File: src/rtl/utf8_stream_decoder_defines.svh
// ----------------------------------------------------------------------------
// UTF-8 stream decoder assertion macros
// Shared helpers that wrap concurrent assertions in the house form.
// ----------------------------------------------------------------------------
`ifndef UTF8_STREAM_DECODER_DEFINES_SVH
`define UTF8_STREAM_DECODER_DEFINES_SVH

// Same-cycle implication, disabled while reset is high.
`define U8SD_ASSERT_IMPL(label, clk, rst, ante, cons) \
   label: assert property (@(posedge clk) disable iff (rst) (ante) |-> (cons)) \
      else $error("utf8_stream_decoder: same-cycle check failed");

// Next-cycle implication, disabled while reset is high.
`define U8SD_ASSERT_NEXT(label, clk, rst, ante, cons) \
   label: assert property (@(posedge clk) disable iff (rst) (ante) |=> (cons)) \
      else $error("utf8_stream_decoder: next-cycle check failed");

`endif

File: src/rtl/u8sd_pkg.sv
// ----------------------------------------------------------------------------
// UTF-8 stream decoder package
// Beat types and byte-class constants shared by the decoder.
// ----------------------------------------------------------------------------
`timescale 1ns / 1ps

package u8sd_pkg;

   localparam int CODE_W = 21;

   localparam logic [CODE_W-1:0] ILLEGAL_CODE = 21'h00FFFF;

   // Byte classes: (byte & MASK) == TAG.
   localparam logic [7:0] CONT_MASK  = 8'hC0;
   localparam logic [7:0] CONT_TAG   = 8'h80;
   localparam logic [7:0] LEAD2_MASK = 8'hE0;
   localparam logic [7:0] LEAD2_TAG  = 8'hC0;
   localparam logic [7:0] LEAD3_MASK = 8'hF0;
   localparam logic [7:0] LEAD3_TAG  = 8'hE0;
   localparam logic [7:0] LEAD4_MASK = 8'hF8;
   localparam logic [7:0] LEAD4_TAG  = 8'hF0;

   // Payload bits carried by each byte class.
   localparam logic [7:0] CONT_PAYLOAD  = 8'h3F;
   localparam logic [7:0] LEAD2_PAYLOAD = 8'h1F;
   localparam logic [7:0] LEAD3_PAYLOAD = 8'h0F;
   localparam logic [7:0] LEAD4_PAYLOAD = 8'h07;

   // Sequence lengths.
   localparam logic [2:0] SEQ_LEN2 = 3'd2;
   localparam logic [2:0] SEQ_LEN3 = 3'd3;
   localparam logic [2:0] SEQ_LEN4 = 3'd4;

   typedef struct packed {
      logic [7:0] text_byte;
      logic       final_byte;
   } req_beat_type;

   typedef struct packed {
      logic [CODE_W-1:0] code_point;
      logic              is_illegal;
      logic              run_end;
   } rsp_beat_type;

endpackage

File: src/rtl/utf8_stream_decoder.sv
// ----------------------------------------------------------------------------
// UTF-8 stream decoder
// Turns a stream of UTF-8 bytes into a stream of 21-bit code points.
// ----------------------------------------------------------------------------
// The decoder takes one text byte per beat and returns zero to four code point
// beats for it. A plain ASCII byte or a byte that completes a sequence gives
// one beat, a lead or middle byte of an open sequence gives none, and an error
// gives a burst of illegal beats (code 0xFFFF), one for each byte that cannot
// be decoded, with run_end set on the last beat caused by the byte. Bytes move
// through an input register, one level of decode logic, and a result register
// that plays out the burst. A byte whose burst is one beat long or empty is
// taken every cycle unless the output stalls; a longer burst holds the result
// register until its final beat leaves, and a next byte with results stalls
// behind it. While a finished result waits on a stalled output, the input
// register takes a byte only if it is empty or its byte gives no results.
`timescale 1ns / 1ps

`include "utf8_stream_decoder_defines.svh"

module utf8_stream_decoder
   import u8sd_pkg::*;
(
   input  logic         clock,
   input  logic         reset,
   input  logic         req_valid,
   output logic         req_stall,
   input  req_beat_type req_data,
   output logic         rsp_valid,
   input  logic         rsp_stall,
   output rsp_beat_type rsp_data
);

   // Input register.
   logic         in_valid_ff, in_valid_in;
   req_beat_type in_beat_ff;

   // Result burst register: beats left to send and the final beat's value.
   // All beats before the final one are illegal.
   logic              burst_valid_ff, burst_valid_in;
   logic [2:0]        burst_left_ff, burst_left_in;
   logic [CODE_W-1:0] tail_code_ff, tail_code_in;
   logic              tail_illegal_ff, tail_illegal_in;

   // Decoder state for the open sequence.
   logic [1:0]        held_ff, held_in;
   logic [2:0]        expected_ff, expected_in;
   logic [CODE_W-1:0] partial_ff, partial_in;

   logic              req_take;
   logic              rsp_take;
   logic              burst_free;
   logic              advance;

   logic [7:0]        cur_byte;
   logic              cur_last;

   // Result of decoding the current byte as if no sequence were open.
   logic              f_count;
   logic [CODE_W-1:0] f_code;
   logic              f_illegal;
   logic              f_open;
   logic [2:0]        f_len;
   logic [CODE_W-1:0] f_payload;

   logic [2:0]        held_plus;
   logic [CODE_W-1:0] cont_code;
   logic              is_cont;

   logic [2:0]        dec_count;
   logic [CODE_W-1:0] dec_code;
   logic              dec_illegal;

   assign cur_byte = in_beat_ff.text_byte;
   assign cur_last = in_beat_ff.final_byte;

   // The burst register can take a new burst when it is empty or its final
   // beat leaves in this cycle.
   assign rsp_take   = burst_valid_ff && !rsp_stall;
   assign burst_free = !burst_valid_ff || (rsp_take && burst_left_ff == 3'd1);

   // Decode of a byte with no sequence open.
   always_comb begin
      f_count   = 1'b1;
      f_code    = ILLEGAL_CODE;
      f_illegal = 1'b1;
      f_open    = 1'b0;
      f_len     = '0;
      f_payload = '0;
      if (!cur_byte[7]) begin
         f_code    = {13'd0, cur_byte};
         f_illegal = 1'b0;
      end else if (cur_last) begin
         // A lead byte at the end of the text cannot complete.
         f_code    = ILLEGAL_CODE;
      end else if ((cur_byte & LEAD2_MASK) == LEAD2_TAG) begin
         f_count   = 1'b0;
         f_open    = 1'b1;
         f_len     = SEQ_LEN2;
         f_payload = {13'd0, cur_byte & LEAD2_PAYLOAD};
      end else if ((cur_byte & LEAD3_MASK) == LEAD3_TAG) begin
         f_count   = 1'b0;
         f_open    = 1'b1;
         f_len     = SEQ_LEN3;
         f_payload = {13'd0, cur_byte & LEAD3_PAYLOAD};
      end else if ((cur_byte & LEAD4_MASK) == LEAD4_TAG) begin
         f_count   = 1'b0;
         f_open    = 1'b1;
         f_len     = SEQ_LEN4;
         f_payload = {13'd0, cur_byte & LEAD4_PAYLOAD};
      end
   end

   // Full decode against the open sequence, and the next decoder state.
   always_comb begin
      held_plus   = {1'b0, held_ff} + 3'd1;
      cont_code   = {partial_ff[CODE_W-7:0], cur_byte[5:0]};
      is_cont     = (cur_byte & CONT_MASK) == CONT_TAG;
      dec_count   = '0;
      dec_code    = ILLEGAL_CODE;
      dec_illegal = 1'b1;
      held_in     = held_ff;
      expected_in = expected_ff;
      partial_in  = partial_ff;
      if (held_ff == 2'd0) begin
         dec_count   = {2'd0, f_count};
         dec_code    = f_code;
         dec_illegal = f_illegal;
         if (f_open) begin
            held_in     = 2'd1;
            expected_in = f_len;
            partial_in  = f_payload;
         end
      end else if (is_cont) begin
         if (held_plus >= expected_ff) begin
            // Sequence complete.
            dec_count   = 3'd1;
            dec_code    = cont_code;
            dec_illegal = 1'b0;
            held_in     = '0;
            expected_in = '0;
            partial_in  = '0;
         end else if (cur_last) begin
            // Text ends inside the sequence: every byte so far is illegal.
            dec_count   = held_plus;
            held_in     = '0;
            expected_in = '0;
            partial_in  = '0;
         end else begin
            held_in     = held_plus[1:0];
            partial_in  = cont_code;
         end
      end else begin
         // Broken sequence: flush the held bytes, then decode this byte fresh.
         dec_count = {1'b0, held_ff} + {2'd0, f_count};
         if (f_count) begin
            dec_code    = f_code;
            dec_illegal = f_illegal;
         end
         if (f_open) begin
            held_in     = 2'd1;
            expected_in = f_len;
            partial_in  = f_payload;
         end else begin
            held_in     = '0;
            expected_in = '0;
            partial_in  = '0;
         end
      end
   end

   // A byte with no results always moves on; one with results needs a free
   // burst register.
   assign advance   = in_valid_ff && (dec_count == 3'd0 || burst_free);
   assign req_stall = in_valid_ff && !advance;
   assign req_take  = req_valid && !req_stall;

   always_comb begin
      if (req_take) begin
         in_valid_in = 1'b1;
      end else if (advance) begin
         in_valid_in = 1'b0;
      end else begin
         in_valid_in = in_valid_ff;
      end
   end

   always_comb begin
      burst_valid_in  = burst_valid_ff;
      burst_left_in   = burst_left_ff;
      tail_code_in    = tail_code_ff;
      tail_illegal_in = tail_illegal_ff;
      if (advance && dec_count != 3'd0) begin
         burst_valid_in  = 1'b1;
         burst_left_in   = dec_count;
         tail_code_in    = dec_code;
         tail_illegal_in = dec_illegal;
      end else if (rsp_take) begin
         if (burst_left_ff == 3'd1) begin
            burst_valid_in = 1'b0;
         end else begin
            burst_left_in  = burst_left_ff - 3'd1;
         end
      end
   end

   always_ff @(posedge clock) begin
      if (reset) begin
         in_valid_ff    <= 1'b0;
         burst_valid_ff <= 1'b0;
         burst_left_ff  <= '0;
         held_ff        <= '0;
         expected_ff    <= '0;
         partial_ff     <= '0;
      end else begin
         in_valid_ff    <= in_valid_in;
         burst_valid_ff <= burst_valid_in;
         burst_left_ff  <= burst_left_in;
         if (advance) begin
            held_ff     <= held_in;
            expected_ff <= expected_in;
            partial_ff  <= partial_in;
         end
      end
   end

   always_ff @(posedge clock) begin
      if (req_take) begin
         in_beat_ff <= req_data;
      end
      tail_code_ff    <= tail_code_in;
      tail_illegal_ff <= tail_illegal_in;
   end

   // Only the final beat of a burst carries the decoded value.
   assign rsp_valid = burst_valid_ff;
   always_comb begin
      if (burst_left_ff == 3'd1) begin
         rsp_data.code_point = tail_code_ff;
         rsp_data.is_illegal = tail_illegal_ff;
         rsp_data.run_end    = 1'b1;
      end else begin
         rsp_data.code_point = ILLEGAL_CODE;
         rsp_data.is_illegal = 1'b1;
         rsp_data.run_end    = 1'b0;
      end
   end

   `U8SD_ASSERT_IMPL(a_burst_range, clock, reset, burst_valid_ff, burst_left_ff >= 3'd1 && burst_left_ff <= 3'd4)
   `U8SD_ASSERT_IMPL(a_lead_beats_illegal, clock, reset, rsp_valid && !rsp_data.run_end, rsp_data.is_illegal && rsp_data.code_point == ILLEGAL_CODE)
   `U8SD_ASSERT_IMPL(a_open_seq_sane, clock, reset, held_ff != 2'd0, expected_ff >= SEQ_LEN2 && expected_ff <= SEQ_LEN4 && {1'b0, held_ff} < expected_ff)
   `U8SD_ASSERT_NEXT(a_burst_countdown, clock, reset, rsp_take && burst_left_ff > 3'd1, burst_valid_ff && burst_left_ff == $past(burst_left_ff) - 3'd1)

endmodule
File: config.mk
export PLATFORM = sky130hd
export DESIGN_NAME = utf8_stream_decoder
export DESIGN_NICKNAME = d
export VERILOG_FILES = /design/src/rtl/u8sd_pkg.sv /design/src/rtl/utf8_stream_decoder.sv
export VERILOG_INCLUDE_DIRS = /design/src /design/src/rtl
export SDC_FILE = /design/constraint.sdc
export NUM_CORES = 1
export LEC_CHECK = 0
export BUFFER_PORTS_ARGS = -buffer_cell sky130_fd_sc_hd__buf_4
export CAP_MARGIN = 20
export CORE_MARGIN = 4
export CORE_UTILIZATION = 30
export DETAILED_ROUTE_END_ITERATION = 7
export SLEW_MARGIN = 20
export SYNTH_ARGS = -nofsm -noshare
export SYNTH_HDL_FRONTEND = slang
export SYNTH_SLANG_ARGS = --single-unit
File: constraint.sdc
create_clock -name clock -period 5.9 [get_ports clock]
set_input_delay 0.295 -clock clock [delete_from_list [all_inputs] [get_ports clock]]
set_output_delay 0.295 -clock clock [all_outputs]
set_load 0.1 [all_outputs]
## Yosys cells after proc, flatten, opt, wreduce, memory -nomap -nowiden

Cells that the tools add are included.

| word-level totals | value |
|---|---|
| register bits after elaboration | 56 |
| output and inout port bits | 25 |

| cells by class | value |
|---|---|
| add/subtract/negate cells | 3 |
| $lt $le $gt $ge | 1 |
| equal/unequal tests | 8 |
| mux-type cells | 61 |
| reductions and logical operators | 22 |

Operators with widths:

| cell | count |
|---|---|
| $mux 15 | 5 |
| $mux 21 | 3 |
| $mux 3 | 19 |
| $mux 16 | 2 |
| $mux 23 | 1 |
| $mux 1 | 21 |
| $mux 5 | 4 |
| $mux 2 | 5 |
| $logic_and 1x1->1 | 6 |
| $reduce_and 2->1 | 3 |
| $reduce_bool 2->1 | 3 |
| $eq 5x5->1 const B | 1 |
| $eq 4x4->1 const B | 1 |
| $logic_not 1->1 | 4 |
| $mux 4 | 1 |
| $ne 2x2->1 const B | 2 |
| $ne 4x2->1 const B | 1 |
| $add 2x1->3 | 1 |
| $add 2x1->3 const B | 1 |
| $eq 3x1->1 const B | 1 |
| $eq 3x3->1 const B | 1 |
| $ge 3x3->1 | 1 |
| $logic_not 3->1 | 1 |
| $reduce_and 3->1 | 1 |
| other kinds (5) | 6 |

## Depth between registers and ports, before layout

| logic depth | value |
|---|---|
| depth in word-level cells | 17 |
| gate-level depth with buffers | 11 |

## Worst setup path before layout

Ideal clock, no wire load.

| timing | value |
|---|---|
| kind | register -> register |
| start point | reg in_beat_ff, in the netlist cur_last |
| end point | reg in_beat_ff, in the netlist cur_byte[0], enable pin |
| library setup time | 0.376 ns |
| data arrival time | 3.069 ns |
| data required time | 5.524 ns |
| path slack | 2.456 ns |
| cell stages (with the launch flop) | 10 |
| period minus slack after synthesis | 3.444 ns |
| cells stage by stage | edfxtp_1 nand3b_1 or2_2 ha_1 ha_1 o21ai_0 o22a_2 nand3_2 and3_1 nor2b_1 |

| between the ends | value |
|---|---|
| word-level cells in the longest chain between the ends | 12 |
| elaborated cells on any way between the ends | 14 |
| those cells by class | add/sub (1); mux (6); reduce/logical (7) |

RTL lines:

| item | RTL line | source |
|---|---|---|
| start: declaration | utf8_stream_decoder.sv:35 | `req_beat_type in_beat_ff;` |
| start signal: assignment | utf8_stream_decoder.sv:228 | `in_beat_ff <= req_data;` |
| $mux 1 | utf8_stream_decoder.sv:92 | `end else if (cur_last) begin` |
| $mux 1 | utf8_stream_decoder.sv:89 | `if (!cur_byte[7]) begin` |
| $add 2x1->3 | utf8_stream_decoder.sv:154 | `dec_count = {1'b0, held_ff} + {2'd0, f_count};` |
| $mux 3 | utf8_stream_decoder.sv:133 | `end else if (is_cont) begin` |
| $mux 3 * | utf8_stream_decoder.sv:124 | `if (held_ff == 2'd0) begin` |
| $logic_not 3->1 * | utf8_stream_decoder.sv:173 | `assign advance = in_valid_ff && (dec_count == 3'd0 \|\| burst_free);` |
| $logic_or 1x1->1 * | utf8_stream_decoder.sv:173 |  |
| $logic_and 1x1->1 * | utf8_stream_decoder.sv:173 |  |
| $logic_not 1->1 * | utf8_stream_decoder.sv:174 | `assign req_stall = in_valid_ff && !advance;` |
| $logic_and 1x1->1 * | utf8_stream_decoder.sv:174 |  |
| via req_stall | utf8_stream_decoder.sv:26 | `output logic req_stall,` |
| $logic_not 1->1 * | utf8_stream_decoder.sv:175 | `assign req_take = req_valid && !req_stall;` |
| $logic_and 1x1->1 * | utf8_stream_decoder.sv:175 |  |

The timed path passes the listed nets; every way through them passes the cells marked *.
A chain may end at the register's enable or synchronous reset.

## Worst setup path in the final report

| timing | value |
|---|---|
| start point | reg in_beat_ff, in the netlist cur_last |
| end point | reg in_beat_ff, in the netlist cur_last, enable pin |

| between the ends | value |
|---|---|
| word-level cells in the longest chain between the ends | 12 |
| elaborated cells on any way between the ends | 14 |
| those cells by class | add/sub (1); mux (6); reduce/logical (7) |

RTL lines:

| item | RTL line |
|---|---|
| $mux 1 | utf8_stream_decoder.sv:92 |
| $mux 1 | utf8_stream_decoder.sv:89 |
| $add 2x1->3 | utf8_stream_decoder.sv:154 |
| $mux 3 | utf8_stream_decoder.sv:133 |
| $mux 3 * | utf8_stream_decoder.sv:124 |
| $logic_not 3->1 * | utf8_stream_decoder.sv:173 |
| $logic_or 1x1->1 * | utf8_stream_decoder.sv:173 |
| $logic_and 1x1->1 * | utf8_stream_decoder.sv:173 |
| $logic_not 1->1 * | utf8_stream_decoder.sv:174 |
| $logic_and 1x1->1 * | utf8_stream_decoder.sv:174 |
| $logic_not 1->1 * | utf8_stream_decoder.sv:175 |
| $logic_and 1x1->1 * | utf8_stream_decoder.sv:175 |

Every way passes the cells marked *; elsewhere a longest branch is shown, timed or not.

==> flow_summary.yaml <==
timing:
  final-setup-viol-count: 0
  finalHoldViolations: 0
  timing.final.crit_period_ns: 3.350
  final_max_slew_viol_count: 0
  final.setup_skew_ns: 0.008207
  slew-limit-headroom_pct: 37.63
  final.period_utilization_pct: 56.79
  fin_setup_tns_ns: 0
  worst_slew_pin_slew_ns: 0.9321
  rsz0062_at_grt: "no"
  finalHoldWorstSlack_ns: 0.1583
  postLayoutSetupSlackWorst_ns: 2.550
  max_freq_ghz: 0.2985
placement:
  port-buffer-count: 37
  place_worst_setup_slack_ns: 2.528
  place.gp.congestion: 0.8020
  place.detailed.hpwl_microns: 3989
  post-place-cells: 403
grt:
  grt-ovfl-total: 0
  via_count_of_the_first_global_routing_pass: 1788
  grt_pass1_wl_microns: 8735
  gr-usage-all-layers_pct: 10.61
  antenna_found_initial: 0
  grt_start_max_net_pins: 27
critical_path:
  highest_fanout_seen_on_the_critical_path: 9
  timing.critical_path.buf_inv: 0
  crit_chain: "nand3b_1 > or2_2 > ha_1 > ha_1 > o21ai_0 > o22a_2 > nand3_2 > and3_1 > nor2b_1"
  cpMostUsedCell: "ha_1"
  regToRegEndpoint: "cur_last"
  r2r_cells: 9
  setup.worst_path.start_class: "register"
  reg2reg_start: "cur_last"
  critical_path_data_required_time_ns: 5.84
  critical-path-max-stage-delay_ns: 0.63
  path_delay_family: "simple AND/OR/NAND/NOR gates"
  critPathSlowestCell: "nor2b_1"
  worst-setup-path-type: "reg2reg"
  cp.arrival_ns: 3.29
  setup.worst_path.end_class: "register"
  rrSetupSlack_ns: 2.55
min_path:
  min_to: "cur_byte[5]"
  hold_path_startpoint: "req_data[6]"
  worstHoldPathCells: 1
  hold_path.class: "in2reg"
floorplanning:
  fp.coreArea_sq_mm: 0.008678
  initial_core_util_pct: 30.68
  placement_rows: 34
  num_io_pins: 38
  design.die.area_sq_mm: 0.01045
  floorplan.die.width_microns: 102.2
  die_y_microns: 102.2
final_layout:
  area.growth.synth_to_final_pct: 17.01
  nFillCells: 917
  num_antenna_cells: 0
  layout-drive-gt1-share_pct: 18.81
  stdcell_count: 411
  fin_nets: 324
clock_network:
  worst_setup_hold_path_clk_slew_ns: 0.10
  cts-htree-levels: 2
  clock_path_buffers: 2
  tritoncts_num_sinks: 56
  postCtsResizedCells: 0
  total_clock_buffers_created_by_cts: 5
  root_buffer: "clkbuf_8"
  cts_tree: "done"
  insertion_delay_of_the_later_clocked_pin_in_the_worst_skew_pair_ns: 0.31
  ctsHoldBuffers: 0
  postCtsSetupRepairBufs: 0
status:
  run_status: "finished, final reports clean"
route:
  drt-vias-per-instance: 4.796
  total_wirelength_of_the_detailed_routed_design_microns: 5418
  detail_route.iter0.violations: 129
  dr_total_vias: 1971
  avgRoutedWirePerCell_microns: 13.18
  dr.pass1.iters: 4
  ant_nets: 0
  detail_route.drc_violations: 0
run:
  max_cap_violations: 0
yosys:
  mean_area_per_synthesized_cell_sq_um: 9.825
  ys_dominant_reg_cell: "edfxtp_1"
  synth-async-reset-ratio_pct: 0
  yosys_warnings: 0
  synth_area_sq_mm: 0.002663
  synth_cells: 271
  synth_nets: 293
  synth-seq-area-share_pct: 53.76
  synth_edf_count: 31
  yosys_register_bits: 56
  synth_cell_types: 47
power_and_ir_drop:
  worst_ir_drop_vdd_uv: 98.11
  overall_power_consumption_w: 0.0008197
  p_per_area_mw_per_mm2: 263.1
  power_leakage_nw: 1.135
## worst max-delay path by stage
stage	from	to	slack, ns	cells after the start
after detailed placement	cur_last	cur_byte[5]	2.53	9
after floorplan	cur_last	cur_byte[0]	2.46	9
after CTS	cur_last	cur_byte[3]	2.54	9
after global routing	cur_last	cur_last	2.30	9
after global placement	cur_last	cur_byte[3]	2.64	9
final	cur_last	cur_last	2.55	9
## sequential cells by signal (all words and copies together) (netlist names)
name	flops
held_ff	2
rsp_valid	1
in_valid_ff	1
tail_illegal_ff	1
tail_code_ff	21
burst_left_ff	3
partial_ff	15
cur_byte	8
cur_last	1
expected_ff	3
## synthesized netlist by cell type (all sizes together), types with 3 or more instances
| cell type | count | share of area, % |
|---|---|---|
| nand2b | 25 | 5.9 |
| nor2 | 4 | 0.56 |
| clkbuf | 10 | 1.4 |
| ha | 9 | 4.2 |
| nor2b | 3 | 0.70 |
| a21oi | 24 | 4.5 |
| edfxtp | 31 | 35 |
| inv | 13 | 1.8 |
| dfxtp | 25 | 19 |
| nand2 | 45 | 6.3 |
| buf | 5 | 1.1 |
| and2 | 6 | 1.4 |
| and3 | 7 | 1.6 |
| o21ai | 8 | 1.6 |
| nor3 | 5 | 1.1 |
| o211ai | 4 | 1.3 |
| nand3 | 19 | 3.9 |
## per-stage QoR
step	utilization, %	instance area, sq um
2_1_floorplan	-	2663
3_3_place_gp	34.90	3029
3_5_place_dp	34.90	3029
4_1_cts	35.90	3115
5_1_grt	35.90	3115
6_report	35.90	3115
## routing by layer
layer / vias to the layer above / global-route usage [%] / share of wire [%]
met4: 0 / 4.036 / 2.0
met2: 73 / 14.94 / 42
met1: 883 / 15.64 / 47
met3: 8 / 2.594 / 8.9
met5: - / 0 / 0
li1: 1007 / - / -
## logic make-up after synthesis
group	count (synthesis)	share of synthesized area, %
AO/OA/AOI/OAI	52	12.78
XOR/XNOR	1	0.3290
adder cells (fa/ha/maj)	9	4.229
buffers and inverters	29	4.558
flip-flops	56	53.76
AND/OR/NAND/NOR	124	24.34
## worst reg2reg max path: cells and delay by family, from the launching register on
family          cells  cell delay [ns]
simple gates        5             1.64
flops               1             0.51
fa+ha+maj           2             0.48
compound gates      2             0.36
## power by group
group          switching, W  internal (W)
Combinational      0.000136     0.0000404
Sequential       0.00000861      0.000429
Clock              0.000122     0.0000832
## cell usage in the layout (no fill, tap or decap), drive strengths merged, types with 3 or more instances in the layout
cell type  instances
nand2             45
buf               39
edfxtp            31
nand2b            25
dfxtp             25
a21oi             24
nand3             19
inv               14
ha                 9
o21ai              8
and3               7
and2               6
clkbuf             5
nor3               5
nor2               4
o211ai             4
nor2b              3
clkinv             3
## cell type report
| type | count | area, sq um | area share (%) |
|---|---|---|---|
| clock buffers | 5 | 68.82 | 2.209 |
| clock inverters | 3 | 17.52 | 0.5622 |
| inverters | 14 | 53.80 | 1.727 |
| multi-input cells | 186 | 1116 | 35.82 |
| flip-flops and latches | 56 | 1431 | 45.94 |
| well taps | 108 | 135.1 | 4.337 |
| repair buffers | 39 | 292.8 | 9.398 |
Note: power is estimated with default switching activity, not from simulation.
